$ cat src/rtl/core/gdcq_pkg.sv
// Shared types, constants and calendar tables for the Gregorian date query block.
`default_nettype none

package gdcq_pkg;

   // Reset value of the weekend mask: Friday and Saturday
   localparam logic [6:0] WEEKEND_MASK_RESET = 7'd96;

   // Weekday codes that the logic tests for
   localparam logic [2:0] WD_SATURDAY = 3'd6;

   // Month codes that the logic tests for
   localparam logic [3:0] MONTH_JAN = 4'd1;
   localparam logic [3:0] MONTH_FEB = 4'd2;
   localparam logic [3:0] MONTH_DEC = 4'd12;

   // Year offset that keeps the weekday sum positive (400 years is whole weeks)
   localparam logic [14:0] YEAR_BASE = 15'd400;

   // Reciprocal of 100, exact for operands below 2^15
   localparam logic [12:0] RECIP_100 = 13'd5243;
   localparam int         SHIFT_100 = 19;

   // Reciprocal of 7, exact for operands below 2^15
   localparam logic [16:0] RECIP_7 = 17'd74899;
   localparam int          SHIFT_7 = 19;

   // Results of the calendar rules for one date
   typedef struct packed {
      logic        date_valid;
      logic [4:0]  days_to_month_end;
      logic [8:0]  days_to_year_end;
      logic [4:0]  next_day;
      logic [3:0]  next_month;
      logic [13:0] next_year;
   } gdcq_date_type;

   // Length of a month in a common year; zero for codes that are not months
   function automatic logic [4:0] month_len(input logic [3:0] month);
      logic [4:0] len;
      unique case (month) inside
         4'd1, 4'd3, 4'd5, 4'd7, 4'd8, 4'd10, 4'd12: len = 5'd31;
         4'd4, 4'd6, 4'd9, 4'd11:                    len = 5'd30;
         4'd2:                                       len = 5'd28;
         default:                                    len = 5'd0;
      endcase
      return len;
   endfunction

   // Days in a common year before the first of the month
   function automatic logic [8:0] days_before(input logic [3:0] month);
      logic [8:0] cnt;
      unique case (month)
         4'd1:    cnt = 9'd0;
         4'd2:    cnt = 9'd31;
         4'd3:    cnt = 9'd59;
         4'd4:    cnt = 9'd90;
         4'd5:    cnt = 9'd120;
         4'd6:    cnt = 9'd151;
         4'd7:    cnt = 9'd181;
         4'd8:    cnt = 9'd212;
         4'd9:    cnt = 9'd243;
         4'd10:   cnt = 9'd273;
         4'd11:   cnt = 9'd304;
         4'd12:   cnt = 9'd334;
         default: cnt = 9'd0;
      endcase
      return cnt;
   endfunction

   // Month term of the weekday rule: floor(31 * shifted month / 12)
   function automatic logic [4:0] month_offset(input logic [3:0] month);
      logic [4:0] ofs;
      unique case (month)
         4'd1:    ofs = 5'd28;
         4'd2:    ofs = 5'd31;
         4'd3:    ofs = 5'd2;
         4'd4:    ofs = 5'd5;
         4'd5:    ofs = 5'd7;
         4'd6:    ofs = 5'd10;
         4'd7:    ofs = 5'd12;
         4'd8:    ofs = 5'd15;
         4'd9:    ofs = 5'd18;
         4'd10:   ofs = 5'd20;
         4'd11:   ofs = 5'd23;
         4'd12:   ofs = 5'd25;
         default: ofs = 5'd0;
      endcase
      return ofs;
   endfunction

endpackage

`default_nettype wire

$ cat src/rtl/core/gdcq_date_rules.sv
// Month length, date check, remaining-day counts and following date for one date.
`default_nettype none

module gdcq_date_rules (
   input  wire logic [4:0]          day,
   input  wire logic [3:0]          month,
   input  wire logic [13:0]         year,
   input  wire logic                leap,
   output gdcq_pkg::gdcq_date_type  rules
);

   logic [4:0]  mlen;
   logic [8:0]  doy;
   logic [9:0]  ylen_plus;
   logic [9:0]  year_left;
   logic [4:0]  month_left;

   // Add the leap day to February
   always_comb begin
      mlen = gdcq_pkg::month_len(month);
      if (month == gdcq_pkg::MONTH_FEB && leap) begin
         mlen = 5'd29;
      end
   end

   // Day of year, leap day counted after February
   assign doy = gdcq_pkg::days_before(month) + 9'(day)
              + ((leap && month > gdcq_pkg::MONTH_FEB) ? 9'd1 : 9'd0);

   assign ylen_plus  = leap ? 10'd367 : 10'd366;
   assign year_left  = ylen_plus - 10'(doy);
   assign month_left = mlen - day + 5'd1;

   // Check the date and step to the following one
   always_comb begin
      rules.date_valid        = (mlen != 5'd0) && (day != 5'd0) && (day <= mlen);
      rules.days_to_month_end = month_left;
      rules.days_to_year_end  = year_left[8:0];
      if (day == mlen) begin
         rules.next_day = 5'd1;
         if (month == gdcq_pkg::MONTH_DEC) begin
            rules.next_month = gdcq_pkg::MONTH_JAN;
            rules.next_year  = year + 14'd1;
         end else begin
            rules.next_month = month + 4'd1;
            rules.next_year  = year;
         end
      end else begin
         rules.next_day   = day + 5'd1;
         rules.next_month = month;
         rules.next_year  = year;
      end
   end

endmodule

`default_nettype wire

$ cat src/rtl/core/gregorian_date_calendar_query.sv
// Gregorian date query: weekday, week/month/year position and following date.
// Five register stages (s1 to s4, rsp) lead to the rsp_ ports; each can hold an item.
// Throughput: one item per cycle while rsp_stall is low.
// A stalled result blocks only the stages behind it that are full.
// Reset (synchronous) empties all stages and sets the weekend mask to Friday/Saturday.
`default_nettype none

module gregorian_date_calendar_query (
   input  wire logic        clock,
   input  wire logic        reset,
   // date in
   input  wire logic        req_valid,
   output logic             req_stall,
   input  wire logic [4:0]  req_day,
   input  wire logic [3:0]  req_month,
   input  wire logic [13:0] req_year,
   // result out
   output logic             rsp_valid,
   input  wire logic        rsp_stall,
   output logic [2:0]       rsp_weekday,
   output logic             rsp_end_of_week,
   output logic             rsp_weekend_flag,
   output logic             rsp_business_day,
   output logic [2:0]       rsp_days_to_week_end,
   output logic [4:0]       rsp_days_to_month_end,
   output logic [8:0]       rsp_days_to_year_end,
   output logic [4:0]       rsp_next_day,
   output logic [3:0]       rsp_next_month,
   output logic [13:0]      rsp_next_year,
   output logic             rsp_leap_flag,
   output logic             rsp_date_invalid,
   // weekend mask write
   input  wire logic        csr_valid,
   output logic             csr_ready,
   input  wire logic [6:0]  csr_weekend_mask
);

   // ---------------- stage control ----------------
   logic s1_valid_ff, s2_valid_ff, s3_valid_ff, s4_valid_ff, rsp_valid_ff;
   logic s1_valid_in, s2_valid_in, s3_valid_in, s4_valid_in, rsp_valid_in;
   logic s1_ready, s2_ready, s3_ready, s4_ready, rsp_ready;
   logic [6:0] weekend_mask_ff, weekend_mask_in;

   // A stage may load when it is empty or its item moves on
   assign rsp_ready = !rsp_valid_ff || !rsp_stall;
   assign s4_ready  = !s4_valid_ff || rsp_ready;
   assign s3_ready  = !s3_valid_ff || s4_ready;
   assign s2_ready  = !s2_valid_ff || s3_ready;
   assign s1_ready  = !s1_valid_ff || s2_ready;

   assign req_stall = !s1_ready;
   assign rsp_valid = rsp_valid_ff;
   assign csr_ready = 1'b1;

   assign s1_valid_in  = s1_ready  ? req_valid    : s1_valid_ff;
   assign s2_valid_in  = s2_ready  ? s1_valid_ff  : s2_valid_ff;
   assign s3_valid_in  = s3_ready  ? s2_valid_ff  : s3_valid_ff;
   assign s4_valid_in  = s4_ready  ? s3_valid_ff  : s4_valid_ff;
   assign rsp_valid_in = rsp_ready ? s4_valid_ff  : rsp_valid_ff;

   assign weekend_mask_in = csr_valid ? csr_weekend_mask : weekend_mask_ff;

   always_ff @(posedge clock) begin
      if (reset) begin
         s1_valid_ff     <= 1'b0;
         s2_valid_ff     <= 1'b0;
         s3_valid_ff     <= 1'b0;
         s4_valid_ff     <= 1'b0;
         rsp_valid_ff    <= 1'b0;
         weekend_mask_ff <= gdcq_pkg::WEEKEND_MASK_RESET;
      end else begin
         s1_valid_ff     <= s1_valid_in;
         s2_valid_ff     <= s2_valid_in;
         s3_valid_ff     <= s3_valid_in;
         s4_valid_ff     <= s4_valid_in;
         rsp_valid_ff    <= rsp_valid_in;
         weekend_mask_ff <= weekend_mask_in;
      end
   end

   // ---------------- stage 1: capture the date ----------------
   logic [4:0]  s1_day_ff;
   logic [3:0]  s1_month_ff;
   logic [13:0] s1_year_ff;

   always_ff @(posedge clock) begin
      if (s1_ready) begin
         s1_day_ff   <= req_day;
         s1_month_ff <= req_month;
         s1_year_ff  <= req_year;
      end
   end

   // ---------------- stage 2: shifted year and hundreds ----------------
   logic        s2_jan_feb;
   logic [14:0] s2_yy_in;
   logic [26:0] s2_prod_y, s2_prod_yy;
   logic [7:0]  s2_cent_y_in, s2_cent_yy_in;
   logic [4:0]  s2_day_ff;
   logic [3:0]  s2_month_ff;
   logic [13:0] s2_year_ff;
   logic [14:0] s2_yy_ff;
   logic [7:0]  s2_cent_y_ff, s2_cent_yy_ff;

   // January and February count as months of the year before
   assign s2_jan_feb = (s1_month_ff == gdcq_pkg::MONTH_JAN)
                    || (s1_month_ff == gdcq_pkg::MONTH_FEB);
   assign s2_yy_in   = 15'(s1_year_ff) + gdcq_pkg::YEAR_BASE - (s2_jan_feb ? 15'd1 : 15'd0);

   // Divide both years by 100 through the reciprocal
   assign s2_prod_y     = 27'(s1_year_ff) * 27'(gdcq_pkg::RECIP_100);
   assign s2_prod_yy    = 27'(s2_yy_in) * 27'(gdcq_pkg::RECIP_100);
   assign s2_cent_y_in  = s2_prod_y[gdcq_pkg::SHIFT_100 +: 8];
   assign s2_cent_yy_in = s2_prod_yy[gdcq_pkg::SHIFT_100 +: 8];

   always_ff @(posedge clock) begin
      if (s2_ready) begin
         s2_day_ff     <= s1_day_ff;
         s2_month_ff   <= s1_month_ff;
         s2_year_ff    <= s1_year_ff;
         s2_yy_ff      <= s2_yy_in;
         s2_cent_y_ff  <= s2_cent_y_in;
         s2_cent_yy_ff <= s2_cent_yy_in;
      end
   end

   // ---------------- stage 3: leap rule and weekday sum ----------------
   logic [13:0] s3_rem100;
   logic        s3_leap_in;
   logic [14:0] s3_sum_in;
   logic [4:0]  s3_day_ff;
   logic [3:0]  s3_month_ff;
   logic [13:0] s3_year_ff;
   logic        s3_leap_ff;
   logic [14:0] s3_sum_ff;

   assign s3_rem100  = s2_year_ff - 14'(s2_cent_y_ff) * 14'd100;
   assign s3_leap_in = ((s2_year_ff[1:0] == 2'd0) && (s3_rem100 != 14'd0))
                    || ((s3_rem100 == 14'd0) && (s2_cent_y_ff[1:0] == 2'd0));

   // Day + year + year/4 - year/100 + year/400 + month term
   assign s3_sum_in = 15'(s2_day_ff) + s2_yy_ff + (s2_yy_ff >> 2)
                    - 15'(s2_cent_yy_ff) + 15'(s2_cent_yy_ff >> 2)
                    + 15'(gdcq_pkg::month_offset(s2_month_ff));

   always_ff @(posedge clock) begin
      if (s3_ready) begin
         s3_day_ff   <= s2_day_ff;
         s3_month_ff <= s2_month_ff;
         s3_year_ff  <= s2_year_ff;
         s3_leap_ff  <= s3_leap_in;
         s3_sum_ff   <= s3_sum_in;
      end
   end

   // ---------------- stage 4: weeks in the sum ----------------
   logic [30:0] s4_prod7;
   logic [11:0] s4_weeks_in;
   logic [4:0]  s4_day_ff;
   logic [3:0]  s4_month_ff;
   logic [13:0] s4_year_ff;
   logic        s4_leap_ff;
   logic [14:0] s4_sum_ff;
   logic [11:0] s4_weeks_ff;

   assign s4_prod7    = 31'(s3_sum_ff) * 31'(gdcq_pkg::RECIP_7);
   assign s4_weeks_in = s4_prod7[gdcq_pkg::SHIFT_7 +: 12];

   always_ff @(posedge clock) begin
      if (s4_ready) begin
         s4_day_ff   <= s3_day_ff;
         s4_month_ff <= s3_month_ff;
         s4_year_ff  <= s3_year_ff;
         s4_leap_ff  <= s3_leap_ff;
         s4_sum_ff   <= s3_sum_ff;
         s4_weeks_ff <= s4_weeks_in;
      end
   end

   // ---------------- stage 5: weekday, calendar rules, result ----------------
   gdcq_pkg::gdcq_date_type rules;
   logic [14:0] wd_full;
   logic [2:0]  wd;
   logic        wk;

   gdcq_date_rules u_rules (
      .day   (s4_day_ff),
      .month (s4_month_ff),
      .year  (s4_year_ff),
      .leap  (s4_leap_ff),
      .rules (rules)
   );

   assign wd_full = s4_sum_ff - 15'(s4_weeks_ff) * 15'd7;
   assign wd      = wd_full[2:0];
   assign wk      = weekend_mask_ff[wd];

   logic [2:0]  weekday_in, days_to_week_end_in;
   logic        end_of_week_in, weekend_flag_in, business_day_in, leap_flag_in;
   logic        date_invalid_in;
   logic [4:0]  days_to_month_end_in, next_day_in;
   logic [8:0]  days_to_year_end_in;
   logic [3:0]  next_month_in;
   logic [13:0] next_year_in;

   // Zero every field of an invalid date but the invalid flag, which is set
   always_comb begin
      date_invalid_in      = !rules.date_valid;
      weekday_in           = 3'd0;
      end_of_week_in       = 1'b0;
      weekend_flag_in      = 1'b0;
      business_day_in      = 1'b0;
      days_to_week_end_in  = 3'd0;
      days_to_month_end_in = 5'd0;
      days_to_year_end_in  = 9'd0;
      next_day_in          = 5'd0;
      next_month_in        = 4'd0;
      next_year_in         = 14'd0;
      leap_flag_in         = 1'b0;
      if (rules.date_valid) begin
         weekday_in           = wd;
         end_of_week_in       = (wd == gdcq_pkg::WD_SATURDAY);
         weekend_flag_in      = wk;
         business_day_in      = !wk;
         days_to_week_end_in  = gdcq_pkg::WD_SATURDAY - wd;
         days_to_month_end_in = rules.days_to_month_end;
         days_to_year_end_in  = rules.days_to_year_end;
         next_day_in          = rules.next_day;
         next_month_in        = rules.next_month;
         next_year_in         = rules.next_year;
         leap_flag_in         = s4_leap_ff;
      end
   end

   always_ff @(posedge clock) begin
      if (rsp_ready) begin
         rsp_weekday           <= weekday_in;
         rsp_end_of_week       <= end_of_week_in;
         rsp_weekend_flag      <= weekend_flag_in;
         rsp_business_day      <= business_day_in;
         rsp_days_to_week_end  <= days_to_week_end_in;
         rsp_days_to_month_end <= days_to_month_end_in;
         rsp_days_to_year_end  <= days_to_year_end_in;
         rsp_next_day          <= next_day_in;
         rsp_next_month        <= next_month_in;
         rsp_next_year         <= next_year_in;
         rsp_leap_flag         <= leap_flag_in;
         rsp_date_invalid      <= date_invalid_in;
      end
   end

   // ---------------- checks ----------------
   a_invalid_zero: assert property (@(posedge clock) disable iff (reset)
      rsp_valid && rsp_date_invalid |->
         rsp_weekday == 3'd0 && !rsp_leap_flag && !rsp_business_day && rsp_next_day == 5'd0)
      else $error("invalid date gave non-zero result");

   a_week_count: assert property (@(posedge clock) disable iff (reset)
      rsp_valid && !rsp_date_invalid |->
         rsp_weekday <= gdcq_pkg::WD_SATURDAY
         && rsp_days_to_week_end == gdcq_pkg::WD_SATURDAY - rsp_weekday)
      else $error("weekday and days to week end disagree");

   a_business_day: assert property (@(posedge clock) disable iff (reset)
      rsp_valid && !rsp_date_invalid |-> rsp_business_day != rsp_weekend_flag)
      else $error("business day equals weekend flag");

   a_stage1_hold: assert property (@(posedge clock) disable iff (reset)
      s1_valid_ff && !s2_ready |=> s1_valid_ff)
      else $error("blocked item dropped from first stage");

   a_next_date: assert property (@(posedge clock) disable iff (reset)
      rsp_valid && !rsp_date_invalid |->
         rsp_next_day != 5'd0 && rsp_next_month != 4'd0 && rsp_days_to_month_end != 5'd0)
      else $error("following date out of range");

endmodule

`default_nettype wire

$ cat config.mk
export PLATFORM = sky130hd
export DESIGN_NAME = gregorian_date_calendar_query
export DESIGN_NICKNAME = d
export VERILOG_FILES = /design/src/rtl/core/gdcq_pkg.sv /design/src/rtl/core/gdcq_date_rules.sv /design/src/rtl/core/gregorian_date_calendar_query.sv
export SDC_FILE = /design/constraint.sdc
export NUM_CORES = 1
export LEC_CHECK = 0
export BUFFER_PORTS_ARGS = -buffer_cell sky130_fd_sc_hd__buf_2
export CORE_UTILIZATION = 40
export CTS_BUF_LIST = sky130_fd_sc_hd__clkbuf_16
export DETAILED_ROUTE_END_ITERATION = 10
export PLACE_DENSITY_LB_ADDON = 0.15
export SYNTH_ARGS = -nofsm -noshare
export SYNTH_HDL_FRONTEND = slang
export SYNTH_SLANG_ARGS = --single-unit
$ cat constraint.sdc
create_clock -name clock -period 11.3 [get_ports clock]
set_input_delay 2.825 -clock clock [delete_from_list [all_inputs] [get_ports clock]]
set_output_delay 2.825 -clock clock [all_outputs]
set_load 0.005 [all_outputs]
# Yosys cells after proc, flatten, opt, wreduce, memory -nomap -nowiden
# Memory sizes are Yosys's and may differ from the RTL's. A register that Yosys moved wholly into a read port is not among the register bits.
# Index checks and enable logic that the tools add are counted.
# W data, S select, Z words.
[totals]
register_bits = 215
output_inout_bits = 51
mem_bits_ro = 224
memories = 2
in_bits = 35
[memory_table]
columns = ["name", "depth", "word_bits", "read_ports", "rd_ports_with_merged_regs", "write_ports", "line", "source"]
rows = [
  ["(no name shown)", 16, 9, 1, 1, 0, "gdcq_pkg.sv:53", "unique case (month)"],
  ["(no name shown)", 16, 5, 1, 1, 0, "gdcq_pkg.sv:74", "unique case (month)"],
]
[classes]
reduce_logical = 31
n_mux = 11
n_bitwise = 1
multipliers = 5
n_eq_ne = 16
addsub = 18
n_lt_le_gt_ge = 3
[ops]
columns = ["operator", "n"]
rows = [
  ["$mul A15 B17 Y31 const B", 1],
  ["$mul A14 B13 Y27 const B", 1],
  ["$mul A15 B13 Y27 const B", 1],
  ["$eq A4 B4 Y1 const B", 5],
  ["$mux W19", 1],
  ["$mux W18", 1],
  ["$eq A4 B3 Y1 const B", 4],
  ["$add A14 B9 Y15 const B", 1],
  ["$add A15 B13 Y15", 1],
  ["$add A15 B5 Y15", 1],
  ["$add A15 B6 Y15", 1],
  ["$add A5 B15 Y15", 1],
  ["$pmux W5 S3", 1],
  ["$sub A15 B1 Y15", 1],
  ["$sub A15 B8 Y15", 1],
  ["$add A14 B1 Y14 const B", 1],
  ["$logic_not A14 Y1", 1],
  ["$reduce_bool A14 Y1", 1],
  ["$sub A14 B14 Y14", 1],
  ["$eq A4 B2 Y1 const B", 3],
  ["$mul A12 B3 Y3 const B", 1],
  ["$mul A8 B5 Y12 const B", 1],
  ["$add A5 B1 Y5 const B", 2],
  ["$reduce_bool A5 Y1", 2],
  ["other kinds (25)", 50],
]

# Depth between registers and ports, before layout
[logic_depth]
ltp_word = 9
ltp_mapped = 32
ltp_nobuf = 32

# Cells and area by module
# A second synthesis with hierarchy kept.
[unflattened]
hier_cells = 1828
area_unflattened_um2 = 20692.3
[modules_own_cells]
columns = ["mod", "area_per_inst_um2", "instances", "cells_per_inst"]
rows = [
  ["gregorian_date_calendar_query", 19157.1, 1, 1630],
  ["gdcq_date_rules", 1535.2, 1, 198],
]

# Least setup slack after synthesis
# No wires, ideal clock.
[synth_timing]
kind = "register to register"
from = "register s1_month_ff[1]"
to = "register s2_cent_yy_ff[7] (data pin)"
setup_time_ns = 0.268
slack_ns = 3.484
arrival_ns = 7.548
path_stages_with_launch = 33
cell_sequence = "edfxtp_1 xnor2_1 nor3_1 ha_1 inv_1 ha_1 fa_1 a21o_1 a21oi_1 o21ai_0 a211oi_1 o21a_1 o21bai_1 a21oi_1 xnor2_1 ha_1 inv_1 fa_1 inv_1 fa_1 fa_1 inv_1 fa_1 inv_1 ha_1 a21oi_1 o21ai_1 a2111oi_0 a211oi_1 and4_1 o31a_1 nor2_1 xnor3_1"
[synth_between]
elab_chain_len = 5
word_cells_on_any_way = 6
cone_classes = "add/sub (1); mul (1); eq/ne (2); mux (1); reduce/logical (1)"
[synth_lines]
columns = ["item", "line", "source"]
rows = [
  ["start, declared", "gregorian_date_calendar_query.sv:83", "logic [3:0] s1_month_ff;"],
  ["start signal, assigned", "gregorian_date_calendar_query.sv:89", "s1_month_ff <= req_month;"],
  ["$eq A4 B1 Y1 / $eq A4 B2 Y1 (equally long branches)", "gregorian_date_calendar_query.sv:106, gregorian_date_calendar_query.sv:107", ""],
  ["$logic_or A1 B1 Y1 (*)", "gregorian_date_calendar_query.sv:107", "|| (s1_month_ff == gdcq_pkg::MONTH_FEB);"],
  ["$mux W1 (*)", "gregorian_date_calendar_query.sv:108", "assign s2_yy_in = 15'(s1_year_ff) + gdcq_pkg::YEAR_BASE - (s2_jan_feb ? 15'd1 : 15'd0);"],
  ["$sub A15 B1 Y15 (*)", "gregorian_date_calendar_query.sv:108", ""],
  ["via s2_yy_in[13]", "gregorian_date_calendar_query.sv:96", "logic [14:0] s2_yy_in;"],
  ["$mul A15 B13 Y27 (*)", "gregorian_date_calendar_query.sv:112", "assign s2_prod_yy = 27'(s2_yy_in) * 27'(gdcq_pkg::RECIP_100);"],
  ["via s2_prod_yy[26]", "gregorian_date_calendar_query.sv:97", "logic [26:0] s2_prod_y, s2_prod_yy;"],
  ["end signal, assigned", "gregorian_date_calendar_query.sv:123", "s2_cent_yy_ff <= s2_cent_yy_in;"],
  ["end, declared", "gregorian_date_calendar_query.sv:103", "logic [7:0] s2_cent_y_ff, s2_cent_yy_ff;"],
]
# The timed path passes the listed nets; every way through them passes the cells marked *.
# A chain may end at the register's enable or synchronous reset.

# Worst setup path after layout
[layout_timing]
from = "register s1_month_ff[0]"
to = "register s2_cent_yy_ff[7] (data pin)"
# The elaborated chain is that of the path after synthesis.

==> impl_metrics.json <==
{
  "status": "finished, final reports clean",
  "postRouteAntennaNets": 0,
  "die_h_um": 230,
  "first_global_vias": 13500,
  "avgSynthCellArea_um2": 11.2,
  "track_usage": 0.158,
  "synth_cell_types": 64,
  "clockRootBuffer": "clkbuf_16",
  "viasPerCell": 4.75,
  "clk-insertion-delay-late_ns": 0.57,
  "postCtsHoldBufs": 0,
  "max_slew_margin": 0.285,
  "die_area_um2": 52800,
  "synth_nets": 2500,
  "synth_edf_count": 193,
  "yosysWarnings": 0,
  "clk_pin_slew_ns": 0.06,
  "seqCellArea_um2": 6320,
  "fill_cells": 4849,
  "fin_nets": 2609,
  "drc": 0,
  "setup_viol": 0,
  "crit_fanout": 7,
  "path_class": "flop to flop",
  "startpoint_type": "flop",
  "num_vias": 12700,
  "max_freq_mhz": 113,
  "required_ns": 11.61,
  "htreeDepth": 1,
  "finalCritPeriodShare": 0.785,
  "drt-total-wl_um": 39600,
  "end_kind": "flop",
  "worst_pin_slew_ns": 1.07,
  "ys_ff_latch": 219,
  "async_reset_ff_frac": 0,
  "cts-resized-gates": 0,
  "wl_per_cell_um": 14.9,
  "dp_hpwl_um": 33300,
  "grt_pass1_wl_um": 67500,
  "num_rows": 83,
  "setup-tns-final_ns": 0,
  "port_buffers": 84,
  "clock-sinks": 219,
  "place.gp.congestion": 0.846,
  "maxSlewViolCount": 0,
  "hold_class": "flop to flop",
  "dr.pass1.iters": 5,
  "max-cap-violations": 0,
  "fin_crit_ns": 8.87,
  "whs_ns": 0.410,
  "cp_slowest_cell": "fa_1",
  "synth_ff_type": "edfxtp_1",
  "grt-ovfl-total": 0,
  "die_width_um": 230,
  "final_common_cell": "inv_1",
  "cts_buffer_depth": 3,
  "drive_gt1_frac": 0.0766,
  "cts_tree": "done",
  "cts_buffers": 27,
  "finClkSkew_ns": 0.0145,
  "grt_start_max_net_pins": 58,
  "drt_iter0_markers": 535,
  "ios": 86,
  "cts_setup_buffers": 0,
  "multiInputGateArea_um2": 12700,
  "syn_area_um2": 20800,
  "antenna_found_initial": 0,
  "cp_slowest_stage_delay_ns": 0.53,
  "area_growth_pct": 10.3,
  "start_util": 0.405,
  "arrival_ns": 9.17,
  "ys_seq_area_frac": 0.304,
  "diodes": 0,
  "syn_inst": 1856,
  "hold_violations": 0,
  "coreArea_um2": 51300,
  "mostFrequentLayoutCells": "440 x inv_1, 407 x ha_1, 202 x fa_1",
  "rsz0062_at_grt": "no"
}
[worst max-delay path: cells and delay by family, from the launching register on]
family                     cells  cell delay, ns
buffers and inverters          5            0.32
DFF                            1            0.42
adders and majority gates      9            3.43
xor gates and xnor gates       3            0.90
and+or+nand+nor                3            0.83
AOI/OAI and AO/OA             12            2.71
[worst paths after layout]
path / start / endpoint / slack, ns / cells after the start
hold / removal: s3_day_ff[0] / s4_day_ff[0] / 0.41 / 0
setup / recovery: s1_month_ff[0] / s2_cent_yy_ff[7] / 2.43 / 32
setup reg to reg: s1_month_ff[0] / s2_cent_yy_ff[7] / 2.43 / 32
hold reg to reg: s3_day_ff[0] / s4_day_ff[0] / 0.41 / 0
[flip-flops by register name, summed over array words and instances (netlist names), 7 cells and up, named ones only]
register and count:
s2_yy_ff 15, s3_sum_ff 15, rsp_next_year 14, s1_year_ff 14
s2_year_ff 14, s3_year_ff 14, s4_year_ff 14, rsp_days_to_year_end 9
s2_cent_y_ff 8, s2_cent_yy_ff 8, weekend_mask_ff 7
[cell families after synthesis]
kind of cell    count (synthesis)  share of synthesized area
other cells                     1                   0.000181
fa+ha+maj                     609                      0.440
xor+xnor                       98                     0.0424
buf+inv                       453                     0.0823
simple gates                  262                     0.0599
compound gates                192                     0.0593
flops                         219                      0.304
mux                            22                     0.0119
[cells in the mapped netlist, types with 10 or more instances]
cell type | n | share of area
a21o_1 | 22 | 0.0080
a21oi_1 | 62 | 0.015
clkbuf_1 | 11 | 0.0020
dfxtp_1 | 26 | 0.025
edfxtp_1 | 193 | 0.28
fa_1 | 202 | 0.19
ha_1 | 407 | 0.25
inv_1 | 438 | 0.079
mux2i_1 | 19 | 0.0092
nand2_1 | 55 | 0.0099
nand3_1 | 17 | 0.0041
nand4_1 | 11 | 0.0033
nor2_1 | 97 | 0.018
nor2b_1 | 22 | 0.0066
nor3_1 | 16 | 0.0039
o21a_1 | 10 | 0.0036
o21ai_0 | 38 | 0.0092
xnor2_1 | 62 | 0.026
xor2_1 | 34 | 0.014
[through the flow]
| stage | instance area, um^2 | utilization | setup slack, ns | std cells |
|---|---|---|---|---|
| finish | 22900 | 0.447 | 2.43 | 2665 |
| floorplan | 20800 | - | 3.48 | 1856 |
| global placement | 22100 | 0.430 | 2.47 | 2616 |
| CTS | 22900 | 0.447 | 2.28 | 2665 |
| detailed placement | 22100 | 0.430 | 2.36 | 2616 |
| global route | 22900 | 0.447 | 1.72 | 2665 |
[area by class of cell]
class                      instances  share of cell area
clock buffer                      27              0.0295
sequential                       219               0.276
inverter                         439              0.0719
tap                              680              0.0371
multi-input combinational       1184               0.557
clock inverter                    22             0.00754
timing repair buffer              94              0.0216
[layer usage]
layer | wire [um] | vias to the layer above | GRT usage
li1 | - | 6333 | -
met1 | 18500 | 6101 | 0.208
met2 | 19000 | 163 | 0.278
met3 | 1100 | 53 | 0.0151
met4 | 1020 | 0 | 0.0414
met5 | 0 | - | 0
Power is not shown: default switching activity piles up to over one toggle a cycle in this logic, so the estimate is an artifact.
